===== config.mk =====
export PLATFORM = sky130hd
export DESIGN_NAME = mains_voltage_cut_reconnect_top_flat
export DESIGN_NICKNAME = d
export VERILOG_FILES = /design/src/rtl/mvcr_pkg.sv /design/src/rtl/mvcr_if.sv /design/src/rtl/mvcr_cfg.sv /design/src/rtl/mvcr_core.sv /design/src/rtl/mvcr_div.sv /design/src/rtl/mains_voltage_cut_reconnect_top.sv /design/src/flat_wrapper.sv
export SDC_FILE = /design/constraint.sdc
export NUM_CORES = 2
export LEC_CHECK = 0
export CORE_MARGIN = 10
export CORE_UTILIZATION = 60
export DETAILED_ROUTE_END_ITERATION = 10
export DONT_BUFFER_PORTS = 1
export MAX_ROUTING_LAYER = met4
export PLACE_DENSITY = 0.76
export SLEW_MARGIN = 40
export SYNTH_ARGS = -nofsm -noshare
export SYNTH_HDL_FRONTEND = slang
export SYNTH_SLANG_ARGS = --single-unit

===== constraint.sdc =====
create_clock -name clk -period 12.2 [get_ports clk]
set_input_delay 2.44 -clock clk [delete_from_list [all_inputs] [get_ports clk]]
set_output_delay 2.44 -clock clk [all_outputs]
set_load 0.01 [all_outputs]

===== src/rtl/mvcr_pkg.sv =====
`timescale 1ns / 1ps
// ----------------------------------------------------------------------------
// mvcr_pkg: shared definitions for the mains voltage cut/reconnect block
// Register indexes, reset defaults, field widths and the stage structs.
// ----------------------------------------------------------------------------
package mvcr_pkg;

  // Time base width (default for the top-level parameter)
  localparam int TIME_WIDTH_DEF = 32;

  // Field widths
  localparam int NOW_W   = 32;
  localparam int VOLT_W  = 16;
  localparam int LIM_W   = 9;
  localparam int SEC_W   = 12;
  localparam int HYST_W  = 10;
  localparam int DV_W    = 13;   // limit in tenths of a volt, up to 5110
  localparam int MS_W    = 22;   // span in ms, up to 4095000
  localparam int IDX_W   = 3;
  localparam int DATA_W  = 12;

  // Register indexes
  localparam logic [IDX_W-1:0] REG_LOW_LIMIT  = 3'd0;
  localparam logic [IDX_W-1:0] REG_HIGH_LIMIT = 3'd1;
  localparam logic [IDX_W-1:0] REG_DELAY      = 3'd2;
  localparam logic [IDX_W-1:0] REG_HYST       = 3'd3;
  localparam logic [IDX_W-1:0] REG_STABLE     = 3'd4;

  // Reset defaults (the limit and delay defaults are also the fallback values)
  localparam logic [LIM_W-1:0]  DEF_LOW_V    = 9'd190;
  localparam logic [LIM_W-1:0]  DEF_HIGH_V   = 9'd250;
  localparam logic [SEC_W-1:0]  DEF_DELAY_S  = 12'd180;
  localparam logic [HYST_W-1:0] DEF_HYST_DV  = 10'd50;
  localparam logic [SEC_W-1:0]  DEF_STABLE_S = 12'd10;

  // Readings at or below 1.0 V are treated as a sensor fault
  localparam logic [VOLT_W-1:0] MIN_VALID_DV = 16'd10;

  // Seconds to milliseconds
  localparam logic [MS_W-1:0] MS_PER_S = 22'd1000;

  // Round-up divide by 1000: floor((r + 999) * RECIP / 2^SHIFT), exact below 2^23
  localparam int               DIV_X_W   = MS_W + 1;
  localparam int               DIV_R_W   = 24;
  localparam int               DIV_SHIFT = 33;
  localparam logic [DIV_X_W-1:0] ROUND_UP = 23'd999;
  localparam logic [DIV_R_W-1:0] DIV_RECIP = 24'd8589935;

  // Effective settings after fallbacks, registered in the config unit
  typedef struct packed {
    logic [DV_W-1:0] lo_dv;
    logic [DV_W-1:0] hi_dv;
    logic [DV_W-1:0] band_lo;
    logic [DV_W-1:0] band_hi;
    logic [MS_W-1:0] delay_ms;
    logic [MS_W-1:0] stable_ms;
  } mvcr_cfg_t;

  // Result of the decision stage, before the seconds conversion
  typedef struct packed {
    logic            relay;
    logic            cut;
    logic [MS_W-1:0] rem_ms;
  } mvcr_mid_t;

endpackage


===== src/rtl/mvcr_if.sv =====
`timescale 1ns / 1ps
// ----------------------------------------------------------------------------
// mvcr_if: valid/ready channels of the voltage cut/reconnect block
// Input channel carries one check, output channel carries one result.
// ----------------------------------------------------------------------------
interface mvcr_in_if;
  logic                        valid;
  logic                        ready;
  logic [mvcr_pkg::NOW_W-1:0]  now_ms;
  logic [mvcr_pkg::VOLT_W-1:0] voltage_dv;
  logic                        voltage_valid;

  modport source (output valid, output now_ms, output voltage_dv, output voltage_valid,
                  input ready);
  modport sink   (input valid, input now_ms, input voltage_dv, input voltage_valid,
                  output ready);
endinterface

interface mvcr_out_if;
  logic                       valid;
  logic                       ready;
  logic                       relay_closed;
  logic                       in_cut;
  logic [mvcr_pkg::SEC_W-1:0] remaining_s;

  modport source (output valid, output relay_closed, output in_cut, output remaining_s,
                  input ready);
  modport sink   (input valid, input relay_closed, input in_cut, input remaining_s,
                  output ready);
endinterface


===== src/rtl/mvcr_cfg.sv =====
`timescale 1ns / 1ps
// ----------------------------------------------------------------------------
// mvcr_cfg: configuration registers and effective settings
// Holds the five registers and registers the limits, band and spans after
// the fallback rules are applied.
// ----------------------------------------------------------------------------
module mvcr_cfg (
  input  logic                          clk,
  input  logic                          rst,
  input  logic                          cfg_write,
  input  logic [mvcr_pkg::IDX_W-1:0]    cfg_index,
  input  logic [mvcr_pkg::DATA_W-1:0]   cfg_data,
  output mvcr_pkg::mvcr_cfg_t           eff
);

  logic [mvcr_pkg::LIM_W-1:0]  low_limit_v;
  logic [mvcr_pkg::LIM_W-1:0]  high_limit_v;
  logic [mvcr_pkg::SEC_W-1:0]  reconnect_delay_s;
  logic [mvcr_pkg::HYST_W-1:0] hysteresis_dv;
  logic [mvcr_pkg::SEC_W-1:0]  stable_window_s;

  // Register writes
  always_ff @(posedge clk) begin
    if (rst) begin
      low_limit_v       <= mvcr_pkg::DEF_LOW_V;
      high_limit_v      <= mvcr_pkg::DEF_HIGH_V;
      reconnect_delay_s <= mvcr_pkg::DEF_DELAY_S;
      hysteresis_dv     <= mvcr_pkg::DEF_HYST_DV;
      stable_window_s   <= mvcr_pkg::DEF_STABLE_S;
    end else if (cfg_write) begin
      case (cfg_index)
        mvcr_pkg::REG_LOW_LIMIT:  low_limit_v       <= cfg_data[mvcr_pkg::LIM_W-1:0];
        mvcr_pkg::REG_HIGH_LIMIT: high_limit_v      <= cfg_data[mvcr_pkg::LIM_W-1:0];
        mvcr_pkg::REG_DELAY:      reconnect_delay_s <= cfg_data;
        mvcr_pkg::REG_HYST:       hysteresis_dv     <= cfg_data[mvcr_pkg::HYST_W-1:0];
        mvcr_pkg::REG_STABLE:     stable_window_s   <= cfg_data;
        default: ;
      endcase
    end
  end

  // Fallbacks and derived values
  logic [mvcr_pkg::LIM_W-1:0]  lo_v, hi_v;
  logic [mvcr_pkg::SEC_W-1:0]  dly_s;
  logic [mvcr_pkg::DV_W-1:0]   lo_dv, hi_dv, hyst13;
  logic [mvcr_pkg::DV_W+1:0]   narrow_sum;
  logic                        collapsed;
  mvcr_pkg::mvcr_cfg_t         eff_next;

  always_comb begin
    if (low_limit_v == '0 || high_limit_v == '0 || low_limit_v >= high_limit_v) begin
      lo_v = mvcr_pkg::DEF_LOW_V;
      hi_v = mvcr_pkg::DEF_HIGH_V;
    end else begin
      lo_v = low_limit_v;
      hi_v = high_limit_v;
    end
    dly_s = (reconnect_delay_s == '0) ? mvcr_pkg::DEF_DELAY_S : reconnect_delay_s;

    // x10 as x8 + x2
    lo_dv  = (mvcr_pkg::DV_W'(lo_v) << 3) + (mvcr_pkg::DV_W'(lo_v) << 1);
    hi_dv  = (mvcr_pkg::DV_W'(hi_v) << 3) + (mvcr_pkg::DV_W'(hi_v) << 1);
    hyst13 = mvcr_pkg::DV_W'(hysteresis_dv);

    // Narrowed band is empty when lo + 2*hyst >= hi
    narrow_sum = (mvcr_pkg::DV_W+2)'(lo_dv) + ((mvcr_pkg::DV_W+2)'(hyst13) << 1);
    collapsed  = narrow_sum >= (mvcr_pkg::DV_W+2)'(hi_dv);

    eff_next.lo_dv     = lo_dv;
    eff_next.hi_dv     = hi_dv;
    eff_next.band_lo   = collapsed ? lo_dv : lo_dv + hyst13;
    eff_next.band_hi   = collapsed ? hi_dv : hi_dv - hyst13;
    eff_next.delay_ms  = mvcr_pkg::MS_W'(dly_s) * mvcr_pkg::MS_PER_S;
    eff_next.stable_ms = mvcr_pkg::MS_W'(stable_window_s) * mvcr_pkg::MS_PER_S;
  end

  always_ff @(posedge clk) begin
    eff <= eff_next;
  end

endmodule


===== src/rtl/mvcr_core.sv =====
`timescale 1ns / 1ps
// ----------------------------------------------------------------------------
// mvcr_core: cut/reconnect decision and protection state
// Classifies the reading, runs the two timers, updates the latched state
// and registers relay, cut and the remaining time in ms.
// ----------------------------------------------------------------------------
module mvcr_core #(
  parameter int TIME_WIDTH = mvcr_pkg::TIME_WIDTH_DEF
) (
  input  logic                          clk,
  input  logic                          rst,
  input  logic                          fire,        // item moves into mid register
  input  logic [mvcr_pkg::NOW_W-1:0]    now_ms,
  input  logic [mvcr_pkg::VOLT_W-1:0]   voltage_dv,
  input  logic                          voltage_valid,
  input  mvcr_pkg::mvcr_cfg_t           eff,
  output mvcr_pkg::mvcr_mid_t           mid
);

  localparam int CW = (TIME_WIDTH > mvcr_pkg::MS_W) ? TIME_WIDTH : mvcr_pkg::MS_W;

  logic                  cut_latched, delay_running, stable_running, relay_drive;
  logic [TIME_WIDTH-1:0] delay_start, stable_mark;

  logic                  cut_next, dr_next, sr_next, relay_next;
  logic [TIME_WIDTH-1:0] ds_next, ss_next;

  logic [TIME_WIDTH-1:0]   now_t, ds_eff, ss_eff, el_d, el_s;
  logic [CW-1:0]           el_d_x, el_s_x, dspan_x, sspan_x, rd_x, rs_x;
  logic [mvcr_pkg::MS_W-1:0] rd, rs, rem;
  logic                    valid, trip, in_band, exp_d, exp_s;
  logic [mvcr_pkg::VOLT_W-1:0] lo_v, hi_v, blo_v, bhi_v;

  // Classification and timers
  always_comb begin
    now_t = TIME_WIDTH'(now_ms);
    lo_v  = mvcr_pkg::VOLT_W'(eff.lo_dv);
    hi_v  = mvcr_pkg::VOLT_W'(eff.hi_dv);
    blo_v = mvcr_pkg::VOLT_W'(eff.band_lo);
    bhi_v = mvcr_pkg::VOLT_W'(eff.band_hi);

    valid    = voltage_valid && (voltage_dv > mvcr_pkg::MIN_VALID_DV);
    trip     = !valid || voltage_dv < lo_v || voltage_dv > hi_v;
    in_band  = voltage_dv >= blo_v && voltage_dv <= bhi_v;

    // A timer that is not running starts at this check
    ds_eff = delay_running  ? delay_start : now_t;
    ss_eff = stable_running ? stable_mark : now_t;
    el_d   = now_t - ds_eff;
    el_s   = now_t - ss_eff;

    el_d_x  = CW'(el_d);
    el_s_x  = CW'(el_s);
    dspan_x = CW'(eff.delay_ms);
    sspan_x = CW'(eff.stable_ms);
    exp_d   = el_d_x >= dspan_x;
    exp_s   = el_s_x >= sspan_x;
    rd_x    = dspan_x - el_d_x;
    rs_x    = sspan_x - el_s_x;
    rd      = exp_d ? '0 : rd_x[mvcr_pkg::MS_W-1:0];
    rs      = exp_s ? '0 : rs_x[mvcr_pkg::MS_W-1:0];

    // State update
    cut_next   = cut_latched;
    dr_next    = delay_running;
    sr_next    = stable_running;
    relay_next = relay_drive;
    ds_next    = delay_start;
    ss_next    = stable_mark;
    rem        = '0;
    if (trip) begin
      cut_next   = 1'b1;
      dr_next    = 1'b0;
      sr_next    = 1'b0;
      relay_next = 1'b0;
    end else if (cut_latched) begin
      if (in_band) begin
        ds_next = ds_eff;
        ss_next = ss_eff;
        dr_next = 1'b1;
        sr_next = 1'b1;
        rem     = (rd > rs) ? rd : rs;
        if (exp_d && exp_s) begin
          relay_next = 1'b1;
          cut_next   = 1'b0;
          dr_next    = 1'b0;
          sr_next    = 1'b0;
        end
      end else begin
        dr_next = 1'b0;
        sr_next = 1'b0;
      end
    end else begin
      relay_next = 1'b1;
    end
  end

  // Protection state
  always_ff @(posedge clk) begin
    if (rst) begin
      cut_latched    <= 1'b1;
      delay_running  <= 1'b0;
      stable_running <= 1'b0;
      relay_drive    <= 1'b0;
    end else if (fire) begin
      cut_latched    <= cut_next;
      delay_running  <= dr_next;
      stable_running <= sr_next;
      relay_drive    <= relay_next;
    end
  end

  // Timer start stamps and mid register
  always_ff @(posedge clk) begin
    if (fire) begin
      delay_start  <= ds_next;
      stable_mark  <= ss_next;
      mid.relay    <= relay_next;
      mid.cut      <= cut_next;
      mid.rem_ms   <= rem;
    end
  end

  // Relay closed and cut latched exclude each other
  a_relay_cut_excl: assert property (@(posedge clk) disable iff (rst)
    !(relay_drive && cut_latched))
    else $error("relay closed while cut latched");

  // Timers run only while cut
  a_timer_in_cut: assert property (@(posedge clk) disable iff (rst)
    (delay_running || stable_running) |-> cut_latched)
    else $error("timer running outside cut");

  // A bad or out-of-limit reading always opens the relay
  a_cut_opens: assert property (@(posedge clk) disable iff (rst)
    (fire && trip) |=> (!relay_drive && cut_latched && !delay_running))
    else $error("cut did not open relay");

endmodule


===== src/rtl/mvcr_div.sv =====
`timescale 1ns / 1ps
// ----------------------------------------------------------------------------
// mvcr_div: remaining-time conversion and result register
// Converts remaining ms to whole seconds rounded up by a reciprocal
// multiply and holds the finished result.
// ----------------------------------------------------------------------------
module mvcr_div (
  input  logic                        clk,
  input  logic                        load,
  input  mvcr_pkg::mvcr_mid_t         mid,
  output logic                        relay_closed,
  output logic                        in_cut,
  output logic [mvcr_pkg::SEC_W-1:0]  remaining_s
);

  localparam int PROD_W = mvcr_pkg::DIV_X_W + mvcr_pkg::DIV_R_W;

  logic [mvcr_pkg::DIV_X_W-1:0] x;
  logic [PROD_W-1:0]            prod;
  logic [PROD_W-1:0]            quot;

  // ceil(r / 1000) = floor((r + 999) / 1000)
  always_comb begin
    x    = mvcr_pkg::DIV_X_W'(mid.rem_ms) + mvcr_pkg::ROUND_UP;
    prod = PROD_W'(x) * PROD_W'(mvcr_pkg::DIV_RECIP);
    quot = prod >> mvcr_pkg::DIV_SHIFT;
  end

  always_ff @(posedge clk) begin
    if (load) begin
      relay_closed <= mid.relay;
      in_cut       <= mid.cut;
      remaining_s  <= quot[mvcr_pkg::SEC_W-1:0];
    end
  end

endmodule


===== src/rtl/mains_voltage_cut_reconnect_top.sv =====
`timescale 1ns / 1ps
// ----------------------------------------------------------------------------
// mains_voltage_cut_reconnect_top: over/under-voltage relay protector
// Cuts the relay on bad or out-of-limit readings and reconnects after the
// reconnect delay and stability window have both run in band.
// ----------------------------------------------------------------------------
//  channel   direction  handshake    payload
//  in_ch     in         valid/ready  now_ms, voltage_dv, voltage_valid
//  out_ch    out        valid/ready  relay_closed, in_cut, remaining_s
//  cfg       in         cfg_write    cfg_index, cfg_data
//
//  One item per cycle while the result side keeps taking results; each item
//  passes the input register, the decision stage and the seconds conversion
//  stage in order. The rate is set by the protection state update in the
//  decision stage, which finishes each item before the next one enters.
//  Reset: relay open, cut latched, registers at defaults; no clearing pass.
//  A stalled result holds the pipeline; outside reset, ready drops only while
//  all three stages are full and the result is held.
// ----------------------------------------------------------------------------
module mains_voltage_cut_reconnect_top #(
  parameter int TIME_WIDTH = mvcr_pkg::TIME_WIDTH_DEF
) (
  input  logic                        clk,
  input  logic                        rst,
  mvcr_in_if.sink                     in_ch,
  mvcr_out_if.source                  out_ch,
  input  logic                        cfg_write,
  input  logic [mvcr_pkg::IDX_W-1:0]  cfg_index,
  input  logic [mvcr_pkg::DATA_W-1:0] cfg_data
);

  logic s1_valid, mid_valid, out_valid;
  logic en_in, en_mid, en_out;

  logic [mvcr_pkg::NOW_W-1:0]  s1_now;
  logic [mvcr_pkg::VOLT_W-1:0] s1_volt;
  logic                        s1_vok;

  mvcr_pkg::mvcr_cfg_t eff;
  mvcr_pkg::mvcr_mid_t mid;

  // Stage enables: a register loads when its downstream can take it
  assign en_out      = !out_valid || out_ch.ready;
  assign en_mid      = !mid_valid || en_out;
  assign en_in       = !s1_valid || en_mid;
  assign in_ch.ready = en_in && !rst;
  assign out_ch.valid = out_valid;

  // Stage valid flags
  always_ff @(posedge clk) begin
    if (rst) begin
      s1_valid  <= 1'b0;
      mid_valid <= 1'b0;
      out_valid <= 1'b0;
    end else begin
      if (en_in)  s1_valid  <= in_ch.valid;
      if (en_mid) mid_valid <= s1_valid;
      if (en_out) out_valid <= mid_valid;
    end
  end

  // Input register
  always_ff @(posedge clk) begin
    if (en_in && in_ch.valid) begin
      s1_now  <= in_ch.now_ms;
      s1_volt <= in_ch.voltage_dv;
      s1_vok  <= in_ch.voltage_valid;
    end
  end

  mvcr_cfg u_cfg (
    .clk       (clk),
    .rst       (rst),
    .cfg_write (cfg_write),
    .cfg_index (cfg_index),
    .cfg_data  (cfg_data),
    .eff       (eff)
  );

  mvcr_core #(.TIME_WIDTH(TIME_WIDTH)) u_core (
    .clk           (clk),
    .rst           (rst),
    .fire          (s1_valid && en_mid),
    .now_ms        (s1_now),
    .voltage_dv    (s1_volt),
    .voltage_valid (s1_vok),
    .eff           (eff),
    .mid           (mid)
  );

  mvcr_div u_div (
    .clk          (clk),
    .load         (mid_valid && en_out),
    .mid          (mid),
    .relay_closed (out_ch.relay_closed),
    .in_cut       (out_ch.in_cut),
    .remaining_s  (out_ch.remaining_s)
  );

  // Input stalls only with every stage occupied
  a_stall_full: assert property (@(posedge clk) disable iff (rst)
    !in_ch.ready |-> (s1_valid && mid_valid && out_valid))
    else $error("input stalled with a free stage");

  // Time left implies the cut is still latched
  a_rem_in_cut: assert property (@(posedge clk) disable iff (rst)
    (out_valid && out_ch.remaining_s != '0) |-> (out_ch.in_cut && !out_ch.relay_closed))
    else $error("remaining time outside cut");

endmodule


===== src/flat_wrapper.sv =====
// flat-port wrapper written by rule: the top's interface ports become plain ports
module mains_voltage_cut_reconnect_top_flat 
#(
  parameter int TIME_WIDTH = mvcr_pkg::TIME_WIDTH_DEF
)
  (clk, rst, cfg_write, cfg_index, cfg_data, in_ch_valid, in_ch_now_ms, in_ch_voltage_dv, in_ch_voltage_valid, in_ch_ready, out_ch_valid, out_ch_relay_closed, out_ch_in_cut, out_ch_remaining_s, out_ch_ready);
  mvcr_in_if in_ch_i ();
  mvcr_out_if out_ch_i ();
  input  logic clk;
  input  logic rst;
  input  logic cfg_write;
  input  logic [mvcr_pkg::IDX_W-1:0] cfg_index;
  input  logic [mvcr_pkg::DATA_W-1:0] cfg_data;
  input wire logic [$bits(in_ch_i.valid)-1:0] in_ch_valid;
  input wire logic [$bits(in_ch_i.now_ms)-1:0] in_ch_now_ms;
  input wire logic [$bits(in_ch_i.voltage_dv)-1:0] in_ch_voltage_dv;
  input wire logic [$bits(in_ch_i.voltage_valid)-1:0] in_ch_voltage_valid;
  output wire logic [$bits(in_ch_i.ready)-1:0] in_ch_ready;
  output wire logic [$bits(out_ch_i.valid)-1:0] out_ch_valid;
  output wire logic [$bits(out_ch_i.relay_closed)-1:0] out_ch_relay_closed;
  output wire logic [$bits(out_ch_i.in_cut)-1:0] out_ch_in_cut;
  output wire logic [$bits(out_ch_i.remaining_s)-1:0] out_ch_remaining_s;
  input wire logic [$bits(out_ch_i.ready)-1:0] out_ch_ready;
  assign in_ch_i.valid = in_ch_valid;
  assign in_ch_i.now_ms = in_ch_now_ms;
  assign in_ch_i.voltage_dv = in_ch_voltage_dv;
  assign in_ch_i.voltage_valid = in_ch_voltage_valid;
  assign in_ch_ready = in_ch_i.ready;
  assign out_ch_valid = out_ch_i.valid;
  assign out_ch_relay_closed = out_ch_i.relay_closed;
  assign out_ch_in_cut = out_ch_i.in_cut;
  assign out_ch_remaining_s = out_ch_i.remaining_s;
  assign out_ch_i.ready = out_ch_ready;
  mains_voltage_cut_reconnect_top #(.TIME_WIDTH(TIME_WIDTH)) u_core (.clk(clk), .rst(rst), .in_ch(in_ch_i), .out_ch(out_ch_i), .cfg_write(cfg_write), .cfg_index(cfg_index), .cfg_data(cfg_data));
endmodule

==> flow_summary.html <==
<table>
<tr><th>Metric</th><th>Value</th></tr>
<tr><th colspan="2">Status</th></tr>
<tr><td>Outcome</td><td>completed</td></tr>
<tr><th colspan="2">Worst setup path</th></tr>
<tr><td>Maximum cell stage delay along the critical path</td><td>0.67 ns</td></tr>
<tr><td>R2R setup slack</td><td>2.87 ns</td></tr>
<tr><td>Startpoint Class</td><td>register</td></tr>
<tr><td>Most frequent cell on the critical path</td><td>sky130_fd_sc_hd__o21a_1</td></tr>
<tr><td>Endpoint kind of the worst setup timing path</td><td>register</td></tr>
<tr><td>Critical-path top delay cell</td><td>sky130_fd_sc_hd__or4b_1</td></tr>
<tr><td>Reg2Reg Depth</td><td>34</td></tr>
<tr><td>Source of the worst register-to-register timing path</td><td>u_core.u_core.stable_running$_SDFFE_PP0P_</td></tr>
<tr><td>Data arrival, critical path</td><td>9.68 ns</td></tr>
<tr><td>Critical R2R Capture</td><td>u_core.u_core.mid[0]$_SDFFCE_PP0P_</td></tr>
<tr><td>Type of the setup path with the least slack</td><td>register to register</td></tr>
<tr><td>Crit path required time</td><td>12.56 ns</td></tr>
<tr><td>Critical Path Fanout Max</td><td>60</td></tr>
<tr><th colspan="2">Route</th></tr>
<tr><td>Vias</td><td>23800</td></tr>
<tr><td>First DRT Iteration DRCs</td><td>1614</td></tr>
<tr><td>Vias per cell</td><td>5.65</td></tr>
<tr><td>Wire length reported by the detailed router</td><td>74.8 mm</td></tr>
<tr><td>Total DRC errors in the routed layout</td><td>0</td></tr>
<tr><td>Pre-antenna DRT Iters</td><td>7</td></tr>
<tr><td>Drt wl/cell</td><td>17.8 um</td></tr>
<tr><td>Antenna viol nets, final</td><td>0</td></tr>
<tr><th colspan="2">STA</th></tr>
<tr><td>Layout Skew</td><td>0.0274 ns</td></tr>
<tr><td>Least-Margin Pin Slew</td><td>0.795 ns</td></tr>
<tr><td>Hold WS</td><td>0.485 ns</td></tr>
<tr><td>Setup violation total in the final timing report</td><td>0</td></tr>
<tr><td>Number of slew-limit violations in the final report</td><td>0</td></tr>
<tr><td>Portion of the clock cycle consumed by the worst path in the final layout</td><td>76.4%</td></tr>
<tr><td>Number of hold-slack violations in the final timing report</td><td>0</td></tr>
<tr><td>Setup repair after global routing missed its margin</td><td>false</td></tr>
<tr><td>Min Tclk post-route</td><td>9.33 ns</td></tr>
<tr><td>Worst slew margin relative to its limit</td><td>46.5%</td></tr>
<tr><td>Highest Clock Rate</td><td>107 MHz</td></tr>
<tr><td>Summed negative setup slack over all endpoints</td><td>0 ns</td></tr>
<tr><th colspan="2">Place</th></tr>
<tr><td>Estimated wirelength of the detail-placed design</td><td>62.1 mm</td></tr>
<tr><td>Port Buffer Count</td><td>0</td></tr>
<tr><td>Final weighted congestion of routability-driven global placement</td><td>0.978</td></tr>
<tr><th colspan="2">Die</th></tr>
<tr><td>Row count</td><td>85</td></tr>
<tr><td>Height of the die</td><td>253 um</td></tr>
<tr><td>IO Count</td><td>85</td></tr>
<tr><td>Overall die width</td><td>253 um</td></tr>
<tr><td>Initial core utilization</td><td>60.6%</td></tr>
<tr><td>Area inside the core boundary</td><td>0.0538 mm2</td></tr>
<tr><td>Area enclosed by the die boundary</td><td>0.0641 mm2</td></tr>
<tr><th colspan="2">Yosys</th></tr>
<tr><td>EDFF count, synth</td><td>151</td></tr>
<tr><td>Primary flip-flop cell chosen by synthesis mapping</td><td>sky130_fd_sc_hd__edfxtp_1</td></tr>
<tr><td>Area fraction of the dominant cell type after synthesis</td><td>22.9%</td></tr>
<tr><td>Synth unique cells</td><td>89</td></tr>
<tr><td>Net count after synthesis</td><td>4393</td></tr>
<tr><td>Top post-synthesis cells by area</td><td>sky130_fd_sc_hd__ha_1 (23%), sky130_fd_sc_hd__fa_1 (15%), sky130_fd_sc_hd__edfxtp_1 (14%), sky130_fd_sc_hd__dfxtp_1 (8.9%), sky130_fd_sc_hd__inv_1 (7.7%)</td></tr>
<tr><td>Summed instance area of the synthesized netlist</td><td>0.0326 mm2</td></tr>
<tr><td>Top-count cell post-synth</td><td>sky130_fd_sc_hd__inv_1</td></tr>
<tr><td>Yosys Warn Count</td><td>0</td></tr>
<tr><td>Sequential cell area fraction in the yosys report</td><td>22.8%</td></tr>
<tr><td>Synthesized instance count</td><td>3490</td></tr>
<tr><td>Post-synthesis area per instance</td><td>9.34 um2</td></tr>
<tr><td>Synth async-reset ratio</td><td>0%</td></tr>
<tr><td>Commonest cells post-synth</td><td>sky130_fd_sc_hd__inv_1 (665), sky130_fd_sc_hd__ha_1 (597), sky130_fd_sc_hd__a21oi_1 (241), sky130_fd_sc_hd__fa_1 (237), sky130_fd_sc_hd__nand2_1 (201)</td></tr>
<tr><td>Flops &amp; latches, synth</td><td>296</td></tr>
<tr><td>Cell type contributing the most total cell area after synthesis</td><td>sky130_fd_sc_hd__ha_1</td></tr>
<tr><th colspan="2">Layout</th></tr>
<tr><td>Final net count</td><td>4383</td></tr>
<tr><td>Post-layout utilization of the core</td><td>64.3%</td></tr>
<tr><td>Fraction of layout cells with a size suffix above 1</td><td>4.48%</td></tr>
<tr><td>Synthesis-to-layout area growth</td><td>6.09%</td></tr>
<tr><th colspan="2">Pwr</th></tr>
<tr><td>Peak supply drop</td><td>0.290 mV</td></tr>
<tr><td>Reported leakage power</td><td>17.0 nW</td></tr>
<tr><td>Cell area power density</td><td>193 mW/mm2</td></tr>
<tr><th colspan="2">CTS</th></tr>
<tr><td>Worst skew pair latency</td><td>0.56 ns</td></tr>
<tr><td>Number of sinks handled by clock tree synthesis</td><td>296</td></tr>
<tr><td>Hold-fix buffers, CTS</td><td>0</td></tr>
<tr><td>CTS Buffer Depth</td><td>3</td></tr>
<tr><td>Clock root buffer master</td><td>sky130_fd_sc_hd__clkbuf_16</td></tr>
<tr><td>Post-cts repair resize count</td><td>0</td></tr>
<tr><td>Inserted Clock Buffers</td><td>37</td></tr>
<tr><td>Number of H-tree levels</td><td>2</td></tr>
<tr><td>Post-CTS clock slew at the launch and capture registers of the worst setup and hold paths</td><td>0.07 ns</td></tr>
<tr><td>Clock tree from TritonCTS</td><td>built</td></tr>
<tr><td>Total setup buffers inserted after CTS</td><td>0</td></tr>
<tr><th colspan="2">Global routing</th></tr>
<tr><td>Wire length of the first global-routing pass</td><td>123 mm</td></tr>
<tr><td>Number of global-route vias before repair</td><td>23900</td></tr>
<tr><td>Number of antenna violations at the first check in global routing</td><td>1</td></tr>
<tr><td>All-Layer GR Usage</td><td>24.4%</td></tr>
<tr><td>Maximum number of pins on one net before global-route repair</td><td>65</td></tr>
<tr><td>Total overflow reported by the global router</td><td>0</td></tr>
<tr><th colspan="2">Worst hold path</th></tr>
<tr><td>Sink of the worst hold path</td><td>u_core.u_core.relay_drive$_SDFFE_PP0P_</td></tr>
<tr><td>Worst Hold Launch</td><td>u_core.u_core.relay_drive$_SDFFE_PP0P_</td></tr>
<tr><td>Worst hold-check path type</td><td>register to register</td></tr>
<tr><td>Number of cells traversed by the worst hold path</td><td>2</td></tr>
<tr><th colspan="2">Run</th></tr>
<tr><td>Max capacitance violation total</td><td>0</td></tr>
</table>
-- state kept, by name, indices dropped and copies added, names as in the netlist, 9 cells and up --
register                        count
u_core.s1_now                      32
u_core.s1_volt                     16
u_core.u_cfg.eff                   87
u_core.u_cfg.high_limit_v           9
u_core.u_cfg.hysteresis_dv         10
u_core.u_cfg.low_limit_v            9
u_core.u_cfg.reconnect_delay_s     12
u_core.u_cfg.stable_window_s       12
u_core.u_core.delay_start          32
u_core.u_core.mid                  24
u_core.u_core.stable_mark          32
u_core.u_div.remaining_s           12
-- worst max-delay path by stage --
stage                                                   start                                endpoint  slack [ns]  cells past startpoint
finish              u_core.u_core.stable_running$_SDFFE_PP0P_      u_core.u_core.mid[0]$_SDFFCE_PP0P_        2.87                     34
detailed placement         u_core.u_core.mid[0]$_SDFFCE_PP0P_  u_core.u_div.remaining_s[11]$_DFFE_PP_        2.93                     32
CTS                        u_core.u_core.mid[0]$_SDFFCE_PP0P_  u_core.u_div.remaining_s[11]$_DFFE_PP_        2.90                     32
floorplan                  u_core.u_core.mid[0]$_SDFFCE_PP0P_  u_core.u_div.remaining_s[11]$_DFFE_PP_        3.95                     31
global placement           u_core.u_core.mid[0]$_SDFFCE_PP0P_  u_core.u_div.remaining_s[11]$_DFFE_PP_        3.28                     32
global route        u_core.u_core.stable_running$_SDFFE_PP0P_     u_core.u_core.mid[14]$_SDFFCE_PP0P_        2.24                     34
-- logic make-up after synthesis --
family                     synth area share (%)
buffers and inverters                      8.57
xor gates and xnor gates                   5.10
DFF                                        22.8
and+or+nand+nor                            10.8
AOI/OAI and AO/OA                          14.6
muxes                                     0.591
adders and majority gates                  37.5
-- routing by layer --
layer | global-route usage (%) | routed length, um
met4 | 8.53 | 2600
met1 | 31.4 | 33800
met2 | 38.7 | 34100
met5 | - | 0
met3 | 3.97 | 4340
-- critical path: cells and delay by family, from the launching register on --
kind | cells | cell delay, ns
buffers and inverters | 1 | 0.56
flip-flops | 1 | 0.61
XOR/XNOR | 1 | 0.19
AND/OR/NAND/NOR | 6 | 1.93
AO/OA/AOI/OAI | 23 | 4.83
adder cells (fa/ha/maj) | 3 | 0.94
-- final cells by class --
type	instances	area (um2)
Clock inverter	15	141
Tap cell	696	871
Clock buffer	51	1080
Inverter	665	2500
Antenna cell	2	5.00
Fill cell	4452	19200
Sequential cell	296	7440
Multi-Input combinational cell	2464	22400
Timing Repair Buffer	16	124
-- through the flow --
step	power, W	worst slack, ns	cell area [um2]	std cells
2_1_floorplan	0.00447	3.95	32600	3490
3_3_place_gp	0.00549	3.28	33300	4137
3_5_place_dp	0.00557	2.93	33400	4137
4_1_cts	0.00672	2.90	34600	4203
5_1_grt	0.00743	2.24	34600	4204
6_report	0.00668	2.87	34600	4205
-- power by group --
part / switching [W] / total (W) / internal (W)
Combinational: 0.00247 / 0.00432 / 0.00185
Clock: 0.000439 / 0.00110 / 0.000665
Sequential: 0.0000850 / 0.00126 / 0.00118
Total: 0.00299 / 0.00668 / 0.00369
-- placed cells by master, fill, tap and decap left out, drive strengths merged, types with 87 or more instances in the layout --
cell | netlist | layout
inv | 665 | 668
ha | 597 | 597
a21oi | 245 | 245
fa | 237 | 237
nand2 | 201 | 201
edfxtp | 151 | 151
dfxtp | 145 | 145
nor2 | 139 | 139
xnor2 | 120 | 120
o21ai | 107 | 107
a21o | 87 | 87
Power figures use the tool's default switching activity.
